[config.mk]
export PLATFORM = sky130hd
export DESIGN_NAME = nrth_fifo
export DESIGN_NICKNAME = d
export VERILOG_FILES = /design/src/hdl/nearest_ray_triangle_hit_defines.svh /design/src/hdl/nrth_pkg.sv /design/src/hdl/nrth_fifo.sv
export SDC_FILE = /design/constraint.sdc
export NUM_CORES = 1
export LEC_CHECK = 0
export BUFFER_PORTS_ARGS = -buffer_cell sky130_fd_sc_hd__buf_2
export CAP_MARGIN = 20
export CORE_AREA = 2 2 251 253
export DETAILED_ROUTE_END_ITERATION = 7
export DIE_AREA = 0 0 253 255
export GPL_ROUTABILITY_DRIVEN = 0
export MAX_ROUTING_LAYER = met4
export PLACE_DENSITY = 0.7
export SLEW_MARGIN = 40
export SYNTH_ARGS = -nofsm -noshare
export SYNTH_HDL_FRONTEND = slang
export SYNTH_SLANG_ARGS = --single-unit
[constraint.sdc]
create_clock -name clk -period 31.6 [get_ports clk]
set_clock_uncertainty 0.2 [all_clocks]
set_input_delay 6.32 -clock clk [delete_from_list [all_inputs] [get_ports clk]]
set_output_delay 6.32 -clock clk [all_outputs]
set_load 0.03 [all_outputs]
[src/hdl/nearest_ray_triangle_hit_defines.svh]
// ----------------------------------------------------------------------------
// nearest ray triangle hit assertion macros
// concurrent assertion wrappers used by the back sequencer
// ----------------------------------------------------------------------------
`ifndef NEAREST_RAY_TRIANGLE_HIT_DEFINES_SVH
`define NEAREST_RAY_TRIANGLE_HIT_DEFINES_SVH
`ifndef NO_ASSERTIONS
`define NRTH_ASSERT(lbl, prop, msg) \
	lbl: assert property (@(posedge clk) disable iff (!arst_n) prop) else $error(msg);
`define NRTH_ASSERT_ALWAYS(lbl, prop, msg) \
	lbl: assert property (@(posedge clk) prop) else $error(msg);
`else
`define NRTH_ASSERT(lbl, prop, msg)
`define NRTH_ASSERT_ALWAYS(lbl, prop, msg)
`endif
`endif

[src/hdl/nrth_pkg.sv]
// ----------------------------------------------------------------------------
// nearest ray triangle hit package
// widths, constants, register indexes and the multiply-accumulate program
// ----------------------------------------------------------------------------
`timescale 1ns / 1ps
package nrth_pkg;

	localparam int CW     = 32;
	localparam int EW     = 33;
	localparam int VW     = 66;
	localparam int ACC_W  = 102;
	localparam int QW     = 63;
	localparam int QF     = 61;
	localparam int FRAC   = 40;
	localparam int SAT_SH = QF - FRAC;
	localparam int NSW    = 60;
	localparam int NW     = 64;
	localparam int DW     = 31;
	localparam int T24W   = QW - 16;
	localparam int STEP_W = 6;
	localparam int FIFO_DEPTH = 2;

	localparam logic [STEP_W-1:0] ITER_LAST = 6'd32;
	localparam logic [STEP_W-1:0] LAST_STEP = 6'd35;
	localparam logic [STEP_W-1:0] DIV_LAST  = 6'd60;

	localparam logic signed [QW-1:0] EPS_Q    = 63'sd1100;
	localparam logic signed [QW-1:0] EPS_NEG  = -63'sd1100;
	localparam logic signed [QW-1:0] ONE_PLUS = 63'sd1099511628876;
	localparam logic [ACC_W-1:0]     DET_MIN  = 102'd4722367;
	localparam logic [63:0]          DIR_MIN  = 64'd282;
	localparam logic [NSW-1:0]       NRM_DEGEN = 60'd79228162514264337;
	localparam logic [VW-1:0]        SMALL_LIM = 66'd536870912;
	localparam logic signed [VW-1:0] PLUS_Z   = 66'sh1000000000000;
	localparam logic [CW-1:0]        UNLIMITED = 32'h8000_0000;
	localparam logic signed [CW-1:0] DIR_Z_RST = 32'sh0100_0000;

	typedef enum logic [2:0] {
		REG_ORIGIN_X, REG_ORIGIN_Y, REG_ORIGIN_Z,
		REG_DIR_X, REG_DIR_Y, REG_DIR_Z, REG_MAX_DISTANCE
	} cfg_reg_t;

	typedef enum logic [2:0] {A_D, A_E1, A_E2, A_TV, A_NV} asrc_t;
	typedef enum logic [2:0] {B_D, B_E1, B_E2, B_PV, B_QV, B_NV} bsrc_t;
	typedef enum logic [3:0] {
		W_NONE, W_SQ, W_PV, W_DET, W_QV, W_NU, W_NVN, W_NT, W_NV, W_NS
	} dst_t;

	typedef struct packed {
		asrc_t       asrc;
		logic [1:0]  ai;
		bsrc_t       bsrc;
		logic [1:0]  bi;
		logic        clr;
		logic        neg;
		dst_t        dst;
		logic [1:0]  di;
	} mac_op_t;

	function automatic mac_op_t mk(asrc_t as, logic [1:0] ai, bsrc_t bs, logic [1:0] bi,
			logic clr, logic neg, dst_t dst, logic [1:0] di);
		mac_op_t o;
		o.asrc = as; o.ai = ai; o.bsrc = bs; o.bi = bi;
		o.clr = clr; o.neg = neg; o.dst = dst; o.di = di;
		return o;
	endfunction

	function automatic mac_op_t mac_prog(logic [STEP_W-1:0] step);
		mac_op_t o;
		unique case (step)
			6'd0:  o = mk(A_D,  2'd0, B_D,  2'd0, 1'b1, 1'b0, W_NONE, 2'd0);
			6'd1:  o = mk(A_D,  2'd1, B_D,  2'd1, 1'b0, 1'b0, W_NONE, 2'd0);
			6'd2:  o = mk(A_D,  2'd2, B_D,  2'd2, 1'b0, 1'b0, W_SQ,   2'd0);
			6'd3:  o = mk(A_D,  2'd1, B_E2, 2'd2, 1'b1, 1'b0, W_NONE, 2'd0);
			6'd4:  o = mk(A_D,  2'd2, B_E2, 2'd1, 1'b0, 1'b1, W_PV,   2'd0);
			6'd5:  o = mk(A_D,  2'd2, B_E2, 2'd0, 1'b1, 1'b0, W_NONE, 2'd0);
			6'd6:  o = mk(A_D,  2'd0, B_E2, 2'd2, 1'b0, 1'b1, W_PV,   2'd1);
			6'd7:  o = mk(A_D,  2'd0, B_E2, 2'd1, 1'b1, 1'b0, W_NONE, 2'd0);
			6'd8:  o = mk(A_D,  2'd1, B_E2, 2'd0, 1'b0, 1'b1, W_PV,   2'd2);
			6'd9:  o = mk(A_E1, 2'd0, B_PV, 2'd0, 1'b1, 1'b0, W_NONE, 2'd0);
			6'd10: o = mk(A_E1, 2'd1, B_PV, 2'd1, 1'b0, 1'b0, W_NONE, 2'd0);
			6'd11: o = mk(A_E1, 2'd2, B_PV, 2'd2, 1'b0, 1'b0, W_DET,  2'd0);
			6'd12: o = mk(A_TV, 2'd1, B_E1, 2'd2, 1'b1, 1'b0, W_NONE, 2'd0);
			6'd13: o = mk(A_TV, 2'd2, B_E1, 2'd1, 1'b0, 1'b1, W_QV,   2'd0);
			6'd14: o = mk(A_TV, 2'd2, B_E1, 2'd0, 1'b1, 1'b0, W_NONE, 2'd0);
			6'd15: o = mk(A_TV, 2'd0, B_E1, 2'd2, 1'b0, 1'b1, W_QV,   2'd1);
			6'd16: o = mk(A_TV, 2'd0, B_E1, 2'd1, 1'b1, 1'b0, W_NONE, 2'd0);
			6'd17: o = mk(A_TV, 2'd1, B_E1, 2'd0, 1'b0, 1'b1, W_QV,   2'd2);
			6'd18: o = mk(A_TV, 2'd0, B_PV, 2'd0, 1'b1, 1'b0, W_NONE, 2'd0);
			6'd19: o = mk(A_TV, 2'd1, B_PV, 2'd1, 1'b0, 1'b0, W_NONE, 2'd0);
			6'd20: o = mk(A_TV, 2'd2, B_PV, 2'd2, 1'b0, 1'b0, W_NU,   2'd0);
			6'd21: o = mk(A_D,  2'd0, B_QV, 2'd0, 1'b1, 1'b0, W_NONE, 2'd0);
			6'd22: o = mk(A_D,  2'd1, B_QV, 2'd1, 1'b0, 1'b0, W_NONE, 2'd0);
			6'd23: o = mk(A_D,  2'd2, B_QV, 2'd2, 1'b0, 1'b0, W_NVN,  2'd0);
			6'd24: o = mk(A_E2, 2'd0, B_QV, 2'd0, 1'b1, 1'b0, W_NONE, 2'd0);
			6'd25: o = mk(A_E2, 2'd1, B_QV, 2'd1, 1'b0, 1'b0, W_NONE, 2'd0);
			6'd26: o = mk(A_E2, 2'd2, B_QV, 2'd2, 1'b0, 1'b0, W_NT,   2'd0);
			6'd27: o = mk(A_E1, 2'd1, B_E2, 2'd2, 1'b1, 1'b0, W_NONE, 2'd0);
			6'd28: o = mk(A_E1, 2'd2, B_E2, 2'd1, 1'b0, 1'b1, W_NV,   2'd0);
			6'd29: o = mk(A_E1, 2'd2, B_E2, 2'd0, 1'b1, 1'b0, W_NONE, 2'd0);
			6'd30: o = mk(A_E1, 2'd0, B_E2, 2'd2, 1'b0, 1'b1, W_NV,   2'd1);
			6'd31: o = mk(A_E1, 2'd0, B_E2, 2'd1, 1'b1, 1'b0, W_NONE, 2'd0);
			6'd32: o = mk(A_E1, 2'd1, B_E2, 2'd0, 1'b0, 1'b1, W_NV,   2'd2);
			6'd33: o = mk(A_NV, 2'd0, B_NV, 2'd0, 1'b1, 1'b0, W_NONE, 2'd0);
			6'd34: o = mk(A_NV, 2'd1, B_NV, 2'd1, 1'b0, 1'b0, W_NONE, 2'd0);
			6'd35: o = mk(A_NV, 2'd2, B_NV, 2'd2, 1'b0, 1'b0, W_NS,   2'd0);
			default: o = mk(A_D, 2'd0, B_D, 2'd0, 1'b1, 1'b0, W_NONE, 2'd0);
		endcase
		return o;
	endfunction

endpackage

[src/hdl/nrth_fifo.sv]
// ----------------------------------------------------------------------------
// nrth fifo
// short queue between the front stage and the back sequencer
// ----------------------------------------------------------------------------
`timescale 1ns / 1ps
module nrth_fifo import nrth_pkg::*; #(
	parameter int WIDTH = 322
) (
	input  logic             clk,
	input  logic             arst_n,
	input  logic             push,
	input  logic [WIDTH-1:0] din,
	output logic             full,
	input  logic             pop,
	output logic             empty,
	output logic [WIDTH-1:0] dout
);
	localparam int PW = $clog2(FIFO_DEPTH);

	logic [WIDTH-1:0] mem_q [FIFO_DEPTH];
	logic [PW-1:0]    wr_ptr_q;
	logic [PW-1:0]    rd_ptr_q;
	logic [PW:0]      cnt_q;

	assign full  = (cnt_q == (PW+1)'(FIFO_DEPTH));
	assign empty = (cnt_q == '0);
	assign dout  = mem_q[rd_ptr_q];

	always_ff @(posedge clk or negedge arst_n) begin
		if (!arst_n) begin
			wr_ptr_q <= '0;
			rd_ptr_q <= '0;
			cnt_q    <= '0;
		end else begin
			if (push)
				wr_ptr_q <= wr_ptr_q + 1'b1;
			if (pop)
				rd_ptr_q <= rd_ptr_q + 1'b1;
			if (push && !pop)
				cnt_q <= cnt_q + 1'b1;
			else if (pop && !push)
				cnt_q <= cnt_q - 1'b1;
		end
	end

	always_ff @(posedge clk) begin
		if (push)
			mem_q[wr_ptr_q] <= din;
	end
endmodule

==> impl.org <==
** Routing
- Routed length on met3 :: 4.16 mm
- Once detail routing completed, the nets flagged for antenna violations numbered 0.
- Dividing the detail-routed wire length by the instance count gives between 20 and 25 µm.
- After detailed routing, the number of remaining DRC violations is 0.
- DRT Wirelength :: approximately 54 mm
- Initial DRC Count :: approximately 730
- The detailed router used layers up to and including met4.
- In the final routing, the length of wire on met1 measures between 15 and 20 mm.
- In the detailed route, the total length drawn on met2 is approximately 28 mm.
- Per-cell via count in the routed design :: approximately 4.7
- Via count of the routed design :: about 12000
- The pre-antenna-repair detailed-routing pass consisted of 4 iterations.

** Timing
- The number of slew-limit violations in the final report came to 0.
- Count of endpoints failing hold in the final timing report :: 0
- At the pin with the least slew margin, the transition time is about 750 ps.
- Setup violations remaining at the end of the flow were counted as 0.
- Total negative slack for setup checks :: 0 ps
- In this run the tightest slew margin relative to its limit is 0.499.
- Unrepaired setup endpoints after global routing :: no
- Clock period minus worst slack :: between 10000 and 15000 ps
- Period Utilization, post-route :: 0.325
- Based on the critical path, the design can be clocked at up to around 100 MHz.
- Final Hold Slack :: 311 ps
- Worst Slack Setup Final :: 21330 ps

** Layout
- Fill cells in the final layout number ~5000.
- Area added between synthesis and finish :: 25.7%
- In the final layout, the share of cells above drive strength 1 is 0.609.
- Leaving out fill and tap cells, the most frequent cells in the layout are buf_2 (649), edfxtp_1 (644), mux2_4 (270), clkbuf_16 (69), mux2_2 (52).
- After the last flow step, the layout net total stands at between 2000 and 2500.
- Most common cell after layout, fill and taps aside :: buf_2

** Global routing
- Entering global routing, the biggest net connects 97 pins.
- Across every metal layer, demand over resource in global routing totals 0.160.
- The initial antenna violation count is 19.
- The first global-routing pass estimated 74.6 mm of wire.
- Total congestion overflow after global routing :: 0
- The number of global-route vias before repair is between 10000 and 15000.

** Yosys
- Summing every instance area after synthesis gives 24500 µm².
- Yosys printed 0 warnings.
- In the post-synthesis netlist, the biggest area contributors are edfxtp_1 (79%), mux2_4 (17%), mux2_2 (2.4%).
- Synthesis produced a netlist whose cell count is around 1000.
- The synthesized netlist contains 13 unique library cells.
- Averaged over all synthesized cells, the footprint is roughly 24 µm².
- For this run, the register share of the synthesized area comes to 0.792.
- Of the post-synthesis cell area, the dominant cell type holds 0.788.
- Area leader, netlist :: edfxtp_1
- The number of nets in the synthesized netlist is 1345.
- Counting flops and latches in the post-synthesis netlist gives around 650.

** Setup path
- List of cells traversed by the critical path :: buf_12 > buf_4 > buf_12 > buf_16 > mux2_4 > buf_2
- Buffers and inverters on the worst path :: 5
- Max incr delay on CP :: 680 ps
- Class of the most critical setup path :: reg2out
- Highest net fanout along the worst path :: between 60 and 70
- Sort of element at the end of the critical path :: output pin
- Cell mode on critical path :: buf_12
- Crit path launch type :: flop
- Slack of the worst reg-to-reg path :: approximately 29000 ps
- Endpoint arrival time on the critical path :: 3750 ps
- STA puts the critical path data required time at around 25000 ps.
- The cell family contributing the most delay on the critical path is buffers and inverters.
- The largest individual stage delay along the critical path comes from the cell dfrtp_4.

** CTS
- Insertion delay of the later-clocked pin in the worst-skew pair :: a little under 600 ps
- Clock-pin slew was measured on the worst setup and hold paths at around 60 ps.
- Worst-case clock buffer depth :: 3
- Post-CTS Setup Bufs :: 0
- Clock H-tree levels :: 3
- CTS tree :: built
- In this run, post-CTS hold repair placed 0 buffers.
- Cell chosen for the clock root :: clkbuf_16
- Gates resized, CTS repair :: 0
- Clock net sink count :: ~650
- TritonCTS created between 60 and 70 clock buffers.

** Floorplan
- 650 I/O pins were placed.
- Vert. Die Dim :: around 260 µm
- Width of the chip :: 253 µm
- Site row count :: a little over 90
- Die Footprint :: 64500 µm²
- Core area :: 62200 µm²
- The initial utilization of the core area, before any placement, comes to 0.395.

** Power and ir drop
- P_leak :: 0.0123 µW
- Dividing total power by cell area gives a power density of ~100 nW/µm².
- VDD sags by at most between 0.00005 and 0.00006 V.

** Placed design
- The count of buffers added on input and output ports is around 650.
- Hpwl dp :: between 30 and 40 mm
- At the placement stage, the worst setup path has a slack of ~22000 ps.

** Job
- Total of max-cap violations :: 0

** Hold path
- Hold/Removal Path Class :: reg2reg

** Run status
- Result of the run :: finished, final reports clean
==> flip-flops by register name, indices dropped and copies added (netlist names) <==
name	count
cnt_q	2
rd_ptr_q	1
wr_ptr_q	1
mem_q	644
==> per-stage QoR <==
step / cells / cell area (µm²) / total power [µW] / utilization
6_report: 2588 / 30900 / 3090 / 0.496
5_1_grt: 2587 / 30800 / 3210 / 0.496
4_1_cts: 2568 / 30800 / 3120 / 0.495
3_5_place_dp: 2445 / 28600 / 2360 / 0.461
3_3_place_gp: 2441 / 28500 / 2340 / 0.459
2_1_floorplan: 1018 / 24500 / 2160 / -
==> area by class of cell <==
type	instances	area, µm²	share of cell area
tap	799	1000	0.0324
clock inverter	38	347	0.0112
clock buffer	85	1790	0.0579
inverter	1	3.75	0.000122
sequential	648	19400	0.630
multi-input combinational	333	4730	0.153
antenna	19	47.5	0.00154
timing repair buffer	665	3490	0.113
==> worst paths after layout <==
| kind | start | endpoint | depth (start not counted) |
|---|---|---|---|
| worst max-delay path | rd_ptr_q$_DFFE_PN0P_ | dout[113] | 6 |
| worst min-delay path | cnt_q[1]$_DFFE_PN0P_ | cnt_q[1]$_DFFE_PN0P_ | 1 |
| worst max register to register | wr_ptr_q$_DFFE_PN0P_ | mem_q[1][216]$_DFFE_PP_ | 4 |
| worst min register to register | cnt_q[1]$_DFFE_PN0P_ | cnt_q[1]$_DFFE_PN0P_ | 1 |
| max in group asynchronous | arst_n | rd_ptr_q$_DFFE_PN0P_ | 1 |
| min in group asynchronous | arst_n | wr_ptr_q$_DFFE_PN0P_ | 1 |
==> per-layer routing <==
layer,track usage,up-vias
li1,-,5509
met4,0.0751,0
met1,0.169,6071
met5,-,-
met2,0.271,444
met3,0.0524,110
==> logic make-up after synthesis <==
group	after synthesis	synth area share
flops	648	0.792
mux	322	0.189
buf+inv	37	0.0154
xor+xnor	5	0.00178
simple gates	5	0.00107
fa+ha+maj	1	0.000510
==> where the power goes <==
part | switching (µW) | leakage (µW) | internal [µW]
clock | 321 | 0.00103 | 438
combinational | 716 | 0.00515 | 431
sequential | 47.2 | 0.00609 | 1140
==> Yosys cell counts <==
| cell | count |
|---|---|
| inv_1 | 1 |
| edfxtp_1 | 644 |
| buf_6 | 31 |
| mux2_4 | 270 |
| and2_1 | 1 |
| mux2_2 | 52 |
| xnor2_1 | 1 |
| dfrtp_1 | 4 |
| buf_2 | 5 |
| xor2_1 | 4 |
| nor2_1 | 2 |
| ha_1 | 1 |
| nor2b_1 | 2 |
Note: power is estimated with default switching activity, not from simulation.
