`src/hdl/nearest_ray_triangle_hit_defines.svh`:
```
// ----------------------------------------------------------------------------
// nearest ray triangle hit assertion macros
// concurrent assertion wrappers used by the back sequencer
// ----------------------------------------------------------------------------
`ifndef NEAREST_RAY_TRIANGLE_HIT_DEFINES_SVH
`define NEAREST_RAY_TRIANGLE_HIT_DEFINES_SVH
`ifndef NO_ASSERTIONS
`define NRTH_ASSERT(lbl, prop, msg) \
	lbl: assert property (@(posedge clk) disable iff (!arst_n) prop) else $error(msg);
`define NRTH_ASSERT_ALWAYS(lbl, prop, msg) \
	lbl: assert property (@(posedge clk) prop) else $error(msg);
`else
`define NRTH_ASSERT(lbl, prop, msg)
`define NRTH_ASSERT_ALWAYS(lbl, prop, msg)
`endif
`endif

```
`src/hdl/nrth_pkg.sv`:
```
// ----------------------------------------------------------------------------
// nearest ray triangle hit package
// widths, constants, register indexes and the multiply-accumulate program
// ----------------------------------------------------------------------------
`timescale 1ns / 1ps
package nrth_pkg;

	localparam int CW     = 32;
	localparam int EW     = 33;
	localparam int VW     = 66;
	localparam int ACC_W  = 102;
	localparam int QW     = 63;
	localparam int QF     = 61;
	localparam int FRAC   = 40;
	localparam int SAT_SH = QF - FRAC;
	localparam int NSW    = 60;
	localparam int NW     = 64;
	localparam int DW     = 31;
	localparam int T24W   = QW - 16;
	localparam int STEP_W = 6;
	localparam int FIFO_DEPTH = 2;

	localparam logic [STEP_W-1:0] ITER_LAST = 6'd32;
	localparam logic [STEP_W-1:0] LAST_STEP = 6'd35;
	localparam logic [STEP_W-1:0] DIV_LAST  = 6'd60;

	localparam logic signed [QW-1:0] EPS_Q    = 63'sd1100;
	localparam logic signed [QW-1:0] EPS_NEG  = -63'sd1100;
	localparam logic signed [QW-1:0] ONE_PLUS = 63'sd1099511628876;
	localparam logic [ACC_W-1:0]     DET_MIN  = 102'd4722367;
	localparam logic [63:0]          DIR_MIN  = 64'd282;
	localparam logic [NSW-1:0]       NRM_DEGEN = 60'd79228162514264337;
	localparam logic [VW-1:0]        SMALL_LIM = 66'd536870912;
	localparam logic signed [VW-1:0] PLUS_Z   = 66'sh1000000000000;
	localparam logic [CW-1:0]        UNLIMITED = 32'h8000_0000;
	localparam logic signed [CW-1:0] DIR_Z_RST = 32'sh0100_0000;

	typedef enum logic [2:0] {
		REG_ORIGIN_X, REG_ORIGIN_Y, REG_ORIGIN_Z,
		REG_DIR_X, REG_DIR_Y, REG_DIR_Z, REG_MAX_DISTANCE
	} cfg_reg_t;

	typedef enum logic [2:0] {A_D, A_E1, A_E2, A_TV, A_NV} asrc_t;
	typedef enum logic [2:0] {B_D, B_E1, B_E2, B_PV, B_QV, B_NV} bsrc_t;
	typedef enum logic [3:0] {
		W_NONE, W_SQ, W_PV, W_DET, W_QV, W_NU, W_NVN, W_NT, W_NV, W_NS
	} dst_t;

	typedef struct packed {
		asrc_t       asrc;
		logic [1:0]  ai;
		bsrc_t       bsrc;
		logic [1:0]  bi;
		logic        clr;
		logic        neg;
		dst_t        dst;
		logic [1:0]  di;
	} mac_op_t;

	function automatic mac_op_t mk(asrc_t as, logic [1:0] ai, bsrc_t bs, logic [1:0] bi,
			logic clr, logic neg, dst_t dst, logic [1:0] di);
		mac_op_t o;
		o.asrc = as; o.ai = ai; o.bsrc = bs; o.bi = bi;
		o.clr = clr; o.neg = neg; o.dst = dst; o.di = di;
		return o;
	endfunction

	function automatic mac_op_t mac_prog(logic [STEP_W-1:0] step);
		mac_op_t o;
		unique case (step)
			6'd0:  o = mk(A_D,  2'd0, B_D,  2'd0, 1'b1, 1'b0, W_NONE, 2'd0);
			6'd1:  o = mk(A_D,  2'd1, B_D,  2'd1, 1'b0, 1'b0, W_NONE, 2'd0);
			6'd2:  o = mk(A_D,  2'd2, B_D,  2'd2, 1'b0, 1'b0, W_SQ,   2'd0);
			6'd3:  o = mk(A_D,  2'd1, B_E2, 2'd2, 1'b1, 1'b0, W_NONE, 2'd0);
			6'd4:  o = mk(A_D,  2'd2, B_E2, 2'd1, 1'b0, 1'b1, W_PV,   2'd0);
			6'd5:  o = mk(A_D,  2'd2, B_E2, 2'd0, 1'b1, 1'b0, W_NONE, 2'd0);
			6'd6:  o = mk(A_D,  2'd0, B_E2, 2'd2, 1'b0, 1'b1, W_PV,   2'd1);
			6'd7:  o = mk(A_D,  2'd0, B_E2, 2'd1, 1'b1, 1'b0, W_NONE, 2'd0);
			6'd8:  o = mk(A_D,  2'd1, B_E2, 2'd0, 1'b0, 1'b1, W_PV,   2'd2);
			6'd9:  o = mk(A_E1, 2'd0, B_PV, 2'd0, 1'b1, 1'b0, W_NONE, 2'd0);
			6'd10: o = mk(A_E1, 2'd1, B_PV, 2'd1, 1'b0, 1'b0, W_NONE, 2'd0);
			6'd11: o = mk(A_E1, 2'd2, B_PV, 2'd2, 1'b0, 1'b0, W_DET,  2'd0);
			6'd12: o = mk(A_TV, 2'd1, B_E1, 2'd2, 1'b1, 1'b0, W_NONE, 2'd0);
			6'd13: o = mk(A_TV, 2'd2, B_E1, 2'd1, 1'b0, 1'b1, W_QV,   2'd0);
			6'd14: o = mk(A_TV, 2'd2, B_E1, 2'd0, 1'b1, 1'b0, W_NONE, 2'd0);
			6'd15: o = mk(A_TV, 2'd0, B_E1, 2'd2, 1'b0, 1'b1, W_QV,   2'd1);
			6'd16: o = mk(A_TV, 2'd0, B_E1, 2'd1, 1'b1, 1'b0, W_NONE, 2'd0);
			6'd17: o = mk(A_TV, 2'd1, B_E1, 2'd0, 1'b0, 1'b1, W_QV,   2'd2);
			6'd18: o = mk(A_TV, 2'd0, B_PV, 2'd0, 1'b1, 1'b0, W_NONE, 2'd0);
			6'd19: o = mk(A_TV, 2'd1, B_PV, 2'd1, 1'b0, 1'b0, W_NONE, 2'd0);
			6'd20: o = mk(A_TV, 2'd2, B_PV, 2'd2, 1'b0, 1'b0, W_NU,   2'd0);
			6'd21: o = mk(A_D,  2'd0, B_QV, 2'd0, 1'b1, 1'b0, W_NONE, 2'd0);
			6'd22: o = mk(A_D,  2'd1, B_QV, 2'd1, 1'b0, 1'b0, W_NONE, 2'd0);
			6'd23: o = mk(A_D,  2'd2, B_QV, 2'd2, 1'b0, 1'b0, W_NVN,  2'd0);
			6'd24: o = mk(A_E2, 2'd0, B_QV, 2'd0, 1'b1, 1'b0, W_NONE, 2'd0);
			6'd25: o = mk(A_E2, 2'd1, B_QV, 2'd1, 1'b0, 1'b0, W_NONE, 2'd0);
			6'd26: o = mk(A_E2, 2'd2, B_QV, 2'd2, 1'b0, 1'b0, W_NT,   2'd0);
			6'd27: o = mk(A_E1, 2'd1, B_E2, 2'd2, 1'b1, 1'b0, W_NONE, 2'd0);
			6'd28: o = mk(A_E1, 2'd2, B_E2, 2'd1, 1'b0, 1'b1, W_NV,   2'd0);
			6'd29: o = mk(A_E1, 2'd2, B_E2, 2'd0, 1'b1, 1'b0, W_NONE, 2'd0);
			6'd30: o = mk(A_E1, 2'd0, B_E2, 2'd2, 1'b0, 1'b1, W_NV,   2'd1);
			6'd31: o = mk(A_E1, 2'd0, B_E2, 2'd1, 1'b1, 1'b0, W_NONE, 2'd0);
			6'd32: o = mk(A_E1, 2'd1, B_E2, 2'd0, 1'b0, 1'b1, W_NV,   2'd2);
			6'd33: o = mk(A_NV, 2'd0, B_NV, 2'd0, 1'b1, 1'b0, W_NONE, 2'd0);
			6'd34: o = mk(A_NV, 2'd1, B_NV, 2'd1, 1'b0, 1'b0, W_NONE, 2'd0);
			6'd35: o = mk(A_NV, 2'd2, B_NV, 2'd2, 1'b0, 1'b0, W_NS,   2'd0);
			default: o = mk(A_D, 2'd0, B_D, 2'd0, 1'b1, 1'b0, W_NONE, 2'd0);
		endcase
		return o;
	endfunction

endpackage

```
`src/hdl/nrth_front.sv`:
```
// ----------------------------------------------------------------------------
// nrth front
// accepts triangle words and forms the edge and origin offset vectors
// ----------------------------------------------------------------------------
`timescale 1ns / 1ps
module nrth_front import nrth_pkg::*; #(
	parameter int TRI_ID_BITS = 24
) (
	input  logic                         clk,
	input  logic                         arst_n,
	input  logic                         s_tvalid,
	output logic                         s_tready,
	input  logic [8*((9*CW+TRI_ID_BITS+7)/8)-1:0] s_tdata,
	input  logic                         s_tlast,
	input  logic signed [CW-1:0]         origin [3],
	output logic                         push,
	input  logic                         full,
	output logic [9*EW+TRI_ID_BITS:0]    item
);
	logic                       v_s1;
	logic [9*EW+TRI_ID_BITS:0]  item_s1;
	logic [9*EW+TRI_ID_BITS:0]  item_nx;
	logic signed [EW-1:0]       av, bv, cv, ov;

	assign s_tready = !v_s1 || !full;
	assign push     = v_s1 && !full;
	assign item     = item_s1;

	always_comb begin
		item_nx = '0;
		for (int j = 0; j < 3; j++) begin
			av = EW'($signed(s_tdata[j*CW +: CW]));
			bv = EW'($signed(s_tdata[(3+j)*CW +: CW]));
			cv = EW'($signed(s_tdata[(6+j)*CW +: CW]));
			ov = EW'(origin[j]);
			item_nx[j*EW +: EW]     = bv - av;
			item_nx[(3+j)*EW +: EW] = cv - av;
			item_nx[(6+j)*EW +: EW] = ov - av;
		end
		item_nx[9*EW +: TRI_ID_BITS] = s_tdata[9*CW +: TRI_ID_BITS];
		item_nx[9*EW+TRI_ID_BITS]    = s_tlast;
	end

	always_ff @(posedge clk or negedge arst_n) begin
		if (!arst_n) begin
			v_s1 <= 1'b0;
		end else begin
			if (s_tvalid && s_tready)
				v_s1 <= 1'b1;
			else if (push)
				v_s1 <= 1'b0;
		end
	end

	always_ff @(posedge clk) begin
		if (s_tvalid && s_tready)
			item_s1 <= item_nx;
	end
endmodule

```
`config.mk`:
```
export PLATFORM = sky130hd
export DESIGN_NAME = nrth_front
export DESIGN_NICKNAME = d
export VERILOG_FILES = /design/src/hdl/nearest_ray_triangle_hit_defines.svh /design/src/hdl/nrth_pkg.sv /design/src/hdl/nrth_front.sv
export SDC_FILE = /design/constraint.sdc
export NUM_CORES = 1
export LEC_CHECK = 0
export CAP_MARGIN = 20
export CORE_AREA = 2 2 284 286
export CTS_CLUSTER_DIAMETER = 150
export DETAILED_ROUTE_END_ITERATION = 8
export DIE_AREA = 0 0 286 288
export DONT_BUFFER_PORTS = 1
export PLACE_DENSITY = 0.51
export SLEW_MARGIN = 0
export SYNTH_ARGS = -nofsm -noshare
export SYNTH_HDL_FRONTEND = slang
export SYNTH_SLANG_ARGS = --single-unit
```
`constraint.sdc`:
```
create_clock -name clk -period 11.63 [get_ports clk]
set_clock_uncertainty 0.1 [all_clocks]
set_input_delay 1.7445 -clock clk [delete_from_list [all_inputs] [get_ports clk]]
set_output_delay 1.7445 -clock clk [all_outputs]
set_load 0.02 [all_outputs]
```
==> flow_summary.toml, run 1 <==
[global_route]
antenna_found_initial = 8
grt_pass1_vias = 18900
grt_use_total_pct = 19.75
grt_pass1_wl_um = 122900
grt_max_degree = 156
overflow = 0

[timing]
fin_crit_ns = 4.648
final-max-slew-violation-count = 0
tns_ns = 0
period_share_pct = 39.97
fmax_mhz = 215.1
relSlewSlack_pct = 32.36
fin_ws_ns = 6.982
tightest_slew_ns = 0.9891
setup_viol = 0
rsz0062_at_grt = "false"
hold_violations = 0

[clocking]
clock-sinks = 323
hold_buffers = 0
clockBufferDepth = 3
cts_made_buffers = 44
clk_latency_ns = 0.56
cts_tree = "yes"
post_cts_buffers = 0
cts_resized = 0
path_clk_slew_ns = 0.06
root_buffer = "clkbuf_16"
h-tree-depth = 2

[yosys]
synth_top_family_by_area = "compound AO/OA/AOI/OAI gates"
syn_inst = 2469
netlist_area_um2 = 24410
synth_edf_count = 322
synth-xor-area-share_pct = 8.001
synth_fa_ha_area_share_pct = 15.50
synth_cell_types = 72
ys_ff_latch = 323
ys_seq_area_share_pct = 39.71
synth-compound-area-share_pct = 21.61
muxShareOfSynthArea_pct = 0.09226
avgSynthCellArea_um2 = 9.887
synth_simple_gate_area_share_pct = 11.47
yosys_warnings = 0
syn-num-nets = 3179
async_flop_share_pct = 0.3096
ys.flop_type = "edfxtp_1"

[pwr]
p_leak_nw = 11.34
vdd_drop_max_mv = 0.07969
powerDensity_nw_per_um2 = 146.5

[die]
core_um2 = 79640
rows = 104
fp.dieW_um = 286
pin_count = 737
dieArea_um2 = 82370
start_util_pct = 30.65
fp.dieH_um = 288

[placement]
place_inst = 3502
post-place-ws_ns = 6.365
port_buffers = 0
hpwlAfterDp_um = 70270
place.gp.congestion = 0.9483

[layout]
final_util_pct = 33.88
final_cells = 3579
drive_gt1_share_pct = 3.935
nNetsFinal = 3198
area_growth_pct = 10.54

[job]
max_cap_viol_count = 0

[critical_path]
critical_path.most_common_cell = "o22ai_1"
worst_ep_required_time_ns = 11.85
slowest_stage = "a2111oi_0"
critPathKind = "input pin to register"
critPathTopFamily = "compound AO/OA/AOI/OAI gates"
path_buf_inv = 2
crit_fanout = 4
worstPathArrival_ns = 4.87
end_kind = "register"
crit_path_start_kind = "input pin"
path_cells = "inv_1 -> ha_1 -> fa_1 -> nor2b_1 -> o21a_1 -> a311o_2 -> a211oi_2 -> a2111oi_0 -> buf_4 -> o211ai_1 -> o22ai_1 -> o22ai_1 -> a221o_1"
slowest_delay_ns = 0.64

[run_status]
status = "complete, no violations"

[drt]
drtPass1Iterations = 5
ant_nets = 0
vias_per_cell = 5.398
drc = 0
dr.first_iter.drc_count = 1203
routed_wl_um = 85730
vias = 19320
routedWlPerCell_um = 23.95

[worst_hold_path]
hold_class = "register to register"
-- area by class of cell --
cell class	instances	area, um^2
Multi-Input combinational cell	1911	13840
Antenna cell	3	7.507
Tap cell	1060	1326
Timing Repair Buffer	4	42.54
Fill cell	8125	52650
Clock buffer	52	1131
Inverter	204	765.7
Clock inverter	22	180.2
Sequential cell	323	9694
-- synth_stat cells, drive strengths merged, types with 8 or more instances --
master | count | area (um^2)
or2 | 12 | 75.07
ha | 288 | 3603
o2111ai | 9 | 78.83
nor2b | 35 | 219.0
o21ai | 132 | 660.6
nor3 | 36 | 180.2
xnor2 | 163 | 1428
and3 | 27 | 170.2
o21a | 51 | 382.9
a221o | 8 | 80.08
edfxtp | 322 | 9669
a21boi | 18 | 135.1
nor2 | 168 | 630.6
clkbuf | 30 | 113.9
nand4 | 22 | 137.6
a211oi | 25 | 192.7
inv | 204 | 765.7
a21o | 154 | 1159
o211ai | 14 | 115.1
xor2 | 60 | 525.5
and2 | 15 | 93.84
a31oi | 27 | 168.9
a21oi | 237 | 1186
nor4 | 10 | 62.56
a211o | 12 | 105.1
or3 | 12 | 75.07
nand3 | 51 | 255.2
fa | 9 | 180.2
a2111oi | 9 | 80.08
o31ai | 11 | 82.58
o21bai | 31 | 232.7
a31o | 8 | 70.07
nand2 | 143 | 536.8
nand2b | 36 | 225.2
-- power by group --
part           switching, mW  internal [mW]
combinational          0.571          0.383
sequential             0.230           1.48
clock                  0.551          0.735
-- path summary, 6_finish.rpt --
kind                        endpoint          from  slack (ns)  cells after the start
setup / recovery            item[98]  s_tdata[160]        6.98                     13
max in group asynchronous       v_s1        arst_n       10.59                      0
hold / removal                  v_s1          v_s1        0.60                      2
setup reg to reg           item[246]          v_s1        8.28                      4
hold reg to reg                 v_s1          v_s1        0.60                      2
min in group asynchronous       v_s1        arst_n        0.78                      0
-- metrics by stage --
step | cell area [um^2] | hold slack (ns) | power (mW)
final | 26980 | 0.6042 | 3.954
after global routing | 26980 | 0.6769 | 4.164
after CTS | 26980 | 0.6176 | 4.012
after detailed placement | 25670 | 0.6035 | 2.690
after global placement | 25670 | 0.5830 | 2.683
after floorplan | 24410 | 0.5094 | 2.427
-- layer usage --
layer / track usage, % / wire, um / vias to the layer above
met3: 7.734 / 8121 / 115
met2: 35.57 / 42780 / 731
met1: 21.42 / 32540 / 9221
li1: - / - / 9241
met5: 0 / 68 / -
met4: 5.406 / 2223 / 10
-- cell usage in the layout (no fill, tap or decap), types with 9 or more instances in the layout --
cell and count:
a211o_1 12, a211oi_1 24, a21boi_0 18, a21o_1 152, a21oi_1 237, a31oi_1 27
and2_1 13, and3_1 26, clkbuf_16 44, edfxtp_1 322, fa_1 9, ha_1 288
inv_1 204, nand2_1 143, nand2b_1 36, nand3_1 51, nand4_1 22, nor2_1 168
nor2b_1 35, nor3_1 36, nor4_1 10, o2111ai_1 9, o211ai_1 12, o21a_1 51
o21ai_0 130, o21bai_1 31, o31ai_1 11, or2_2 12, or3_1 12, xnor2_1 163
xor2_1 60
-- tightest hold or removal path: cells and delay by family, from the launching register on --
kind          cells  cell delay, ns
flops             1            0.35
simple gates      2            0.32
-- registers in the layout (all words and copies together) (netlist names) --
register,cells
v_s1,1
item,322
-- cell families after synthesis --
logic type | count (synthesis)
buf+inv | 235
mux | 2
fa+ha+maj | 297
compound gates | 805
xor+xnor | 223
simple gates | 584
flops | 323
No activity file was read; power rests on OpenSTA's default activity.
==> run 2, diff against run 1 <==
==> constraint.sdc (replaced) <==
create_clock -name clk -period 4.32 [get_ports clk]
set_clock_uncertainty 0.1 [all_clocks]
set_input_delay 0.648 -clock clk [delete_from_list [all_inputs] [get_ports clk]]
set_output_delay 0.648 -clock clk [all_outputs]
set_load 0.02 [all_outputs]
==> run 2 against run 1 <==
First-iteration DRC count shrank 8.3%. Sequential cell count is the same. Setup slack got worse by 6.1 ns. Wire length decreased by 0.31%. Register-to-register slack got worse by 6.2 ns. Critical path type unchanged. Core utilization grew 0.16 points.
==> flow_summary.toml, run 2 (synthesized netlist as in run 1, its figures left out) <==
[timing]
final-max-slew-violation-count = 0
tns_ns = 0
relSlewSlack_pct = 47.97
rsz0062_at_grt = "false"
hold_violations = 0
fmax_mhz = 292.6
fin_ws_ns = 0.9026
tightest_slew_ns = 0.7735
setup_viol = 0
holdWs_ns = 0.06023
fin_crit_ns = 3.417
period_share_pct = 79.11

[layout]
drive_gt1_share_pct = 4.152
layout_common_cells = "edfxtp_1 (322), ha_1 (288), a21oi_1 (237)"
area_growth_pct = 11.06
nNetsFinal = 3210
final_util_pct = 34.04
finalInstanceArea_um2 = 27110
final_common_cell = "edfxtp_1"
largest_reg_flops = 322
final_cells = 3593

[drt]
routedWlPerCell_um = 23.79
drtPass1Iterations = 5
vias = 19310
drc = 0
vias_per_cell = 5.373
ant_nets = 0
routed_wl_um = 85470
dr.first_iter.drc_count = 1103

[clocking]
cts_tree = "yes"
cts_made_buffers = 44
h-tree-depth = 2
clk_latency_ns = 0.56
path_clk_slew_ns = 0.06
clockBufferDepth = 3
root_buffer = "clkbuf_16"
clock-sinks = 323

[run_status]
status = "complete, no violations"

[placement]
port_buffers = 0
hpwlAfterDp_um = 70590
place_inst = 3513
place.gp.congestion = 0.9459
placed_area_um2 = 25770
post-place-ws_ns = 0.3670

[global_route]
antenna_found_initial = 17
grt_pass1_vias = 18990
overflow = 0
grt_max_degree = 86
grt_use_total_pct = 19.66
grt_pass1_wl_um = 122300

[critical_path]
r2r_setup_slack_ns = 2.12
crit_fanout = 5
worst_ep_required_time_ns = 4.54
r2r_end = "item[96]"
critPathKind = "input pin to register"
reg2reg_depth = 3
end_kind = "register"
r2r-start = "v_s1"
crit_path_start_kind = "input pin"
worstPathArrival_ns = 3.63

[pwr]
p_total_mw = 10.64
powerDensity_nw_per_um2 = 392.3
p_leak_nw = 11.41
vdd_drop_max_mv = 0.2253

[worst_hold_path]
hold_class = "input pin to register"
hold_depth = 0
worstHoldStart = "s_tdata[290]"
holdPathEnd = "item[299]"

[die]
pin_count = 737
fp.dieH_um = 288
rows = 104
dieArea_um2 = 82370
fp.dieW_um = 286
start_util_pct = 30.65
core_um2 = 79640

[job]
max_cap_viol_count = 0
==> run 2: cell types whose count changed in the layout (fill, tap and decap cells not counted), sizes merged <==
cell / previous run / this run
buf: 4 / 15
inv: 205 / 207
clkbuf: 52 / 50
diode: 3 / 4
clkinvlp: 2 / 1
clkinv: 17 / 19
dlygate4sd3: 0 / 1
==> run 2: worst max-delay path by stage <==
stage	start	end	slack (ns)
detailed placement	s_tdata[128]	item[63]	0.37
global placement	s_tdata[96]	item[32]	0.43
finish	s_tdata[128]	item[63]	0.90
floorplan	full	item[0]	0.64
global route	s_tdata[128]	item[59]	0.74
CTS	s_tdata[128]	item[63]	1.02
==> run 2: where the power goes <==
group | internal [mW] | switching (mW)
Sequential | 3.99 | 0.627
Clock | 1.98 | 1.48
Combinational | 1.05 | 1.51
Total | 7.02 | 3.62
==> run 2: repair_timing <==
action                                 in CTS  in global routing
buffers inserted                            0                  0
endpoints found under the hold margin       1                  0
resized for setup                           0                  0
hold buffers                                1                  0
==> run 2: worst max-delay path, stage by stage <==
cell and delay [ns]:
inv_1 0.02, ha_1 0.19, fa_1 0.41, nor2b_1 0.13, o21ai_0 0.11, a21boi_0 0.36
o41ai_1 0.19, o31ai_1 0.55, o21a_1 0.42, a21oi_1 0.18, o21ai_0 0.31, a211oi_1 0.12
==> run 2: layer usage <==
| layer | vias up | global-route usage, % | part of all wire [%] |
|---|---|---|---|
| li1 | 9248 | - | - |
| met1 | 9182 | 20.86 | 37 |
| met2 | 725 | 35.19 | 49 |
| met3 | 127 | 8.859 | 11 |
| met4 | 24 | 5.183 | 2.5 |
| met5 | - | 0 | 0.18 |
==> run 2: final cells by class <==
class	instances	area, um^2
Antenna cell	4	10.01
Clock buffer	50	1124
Clock inverter	25	193.9
Fill cell	8148	52530
Inverter	204	765.7
Multi-Input combinational cell	1911	13840
Sequential cell	323	9694
Tap cell	1060	1326
Timing Repair Buffer	16	160.2
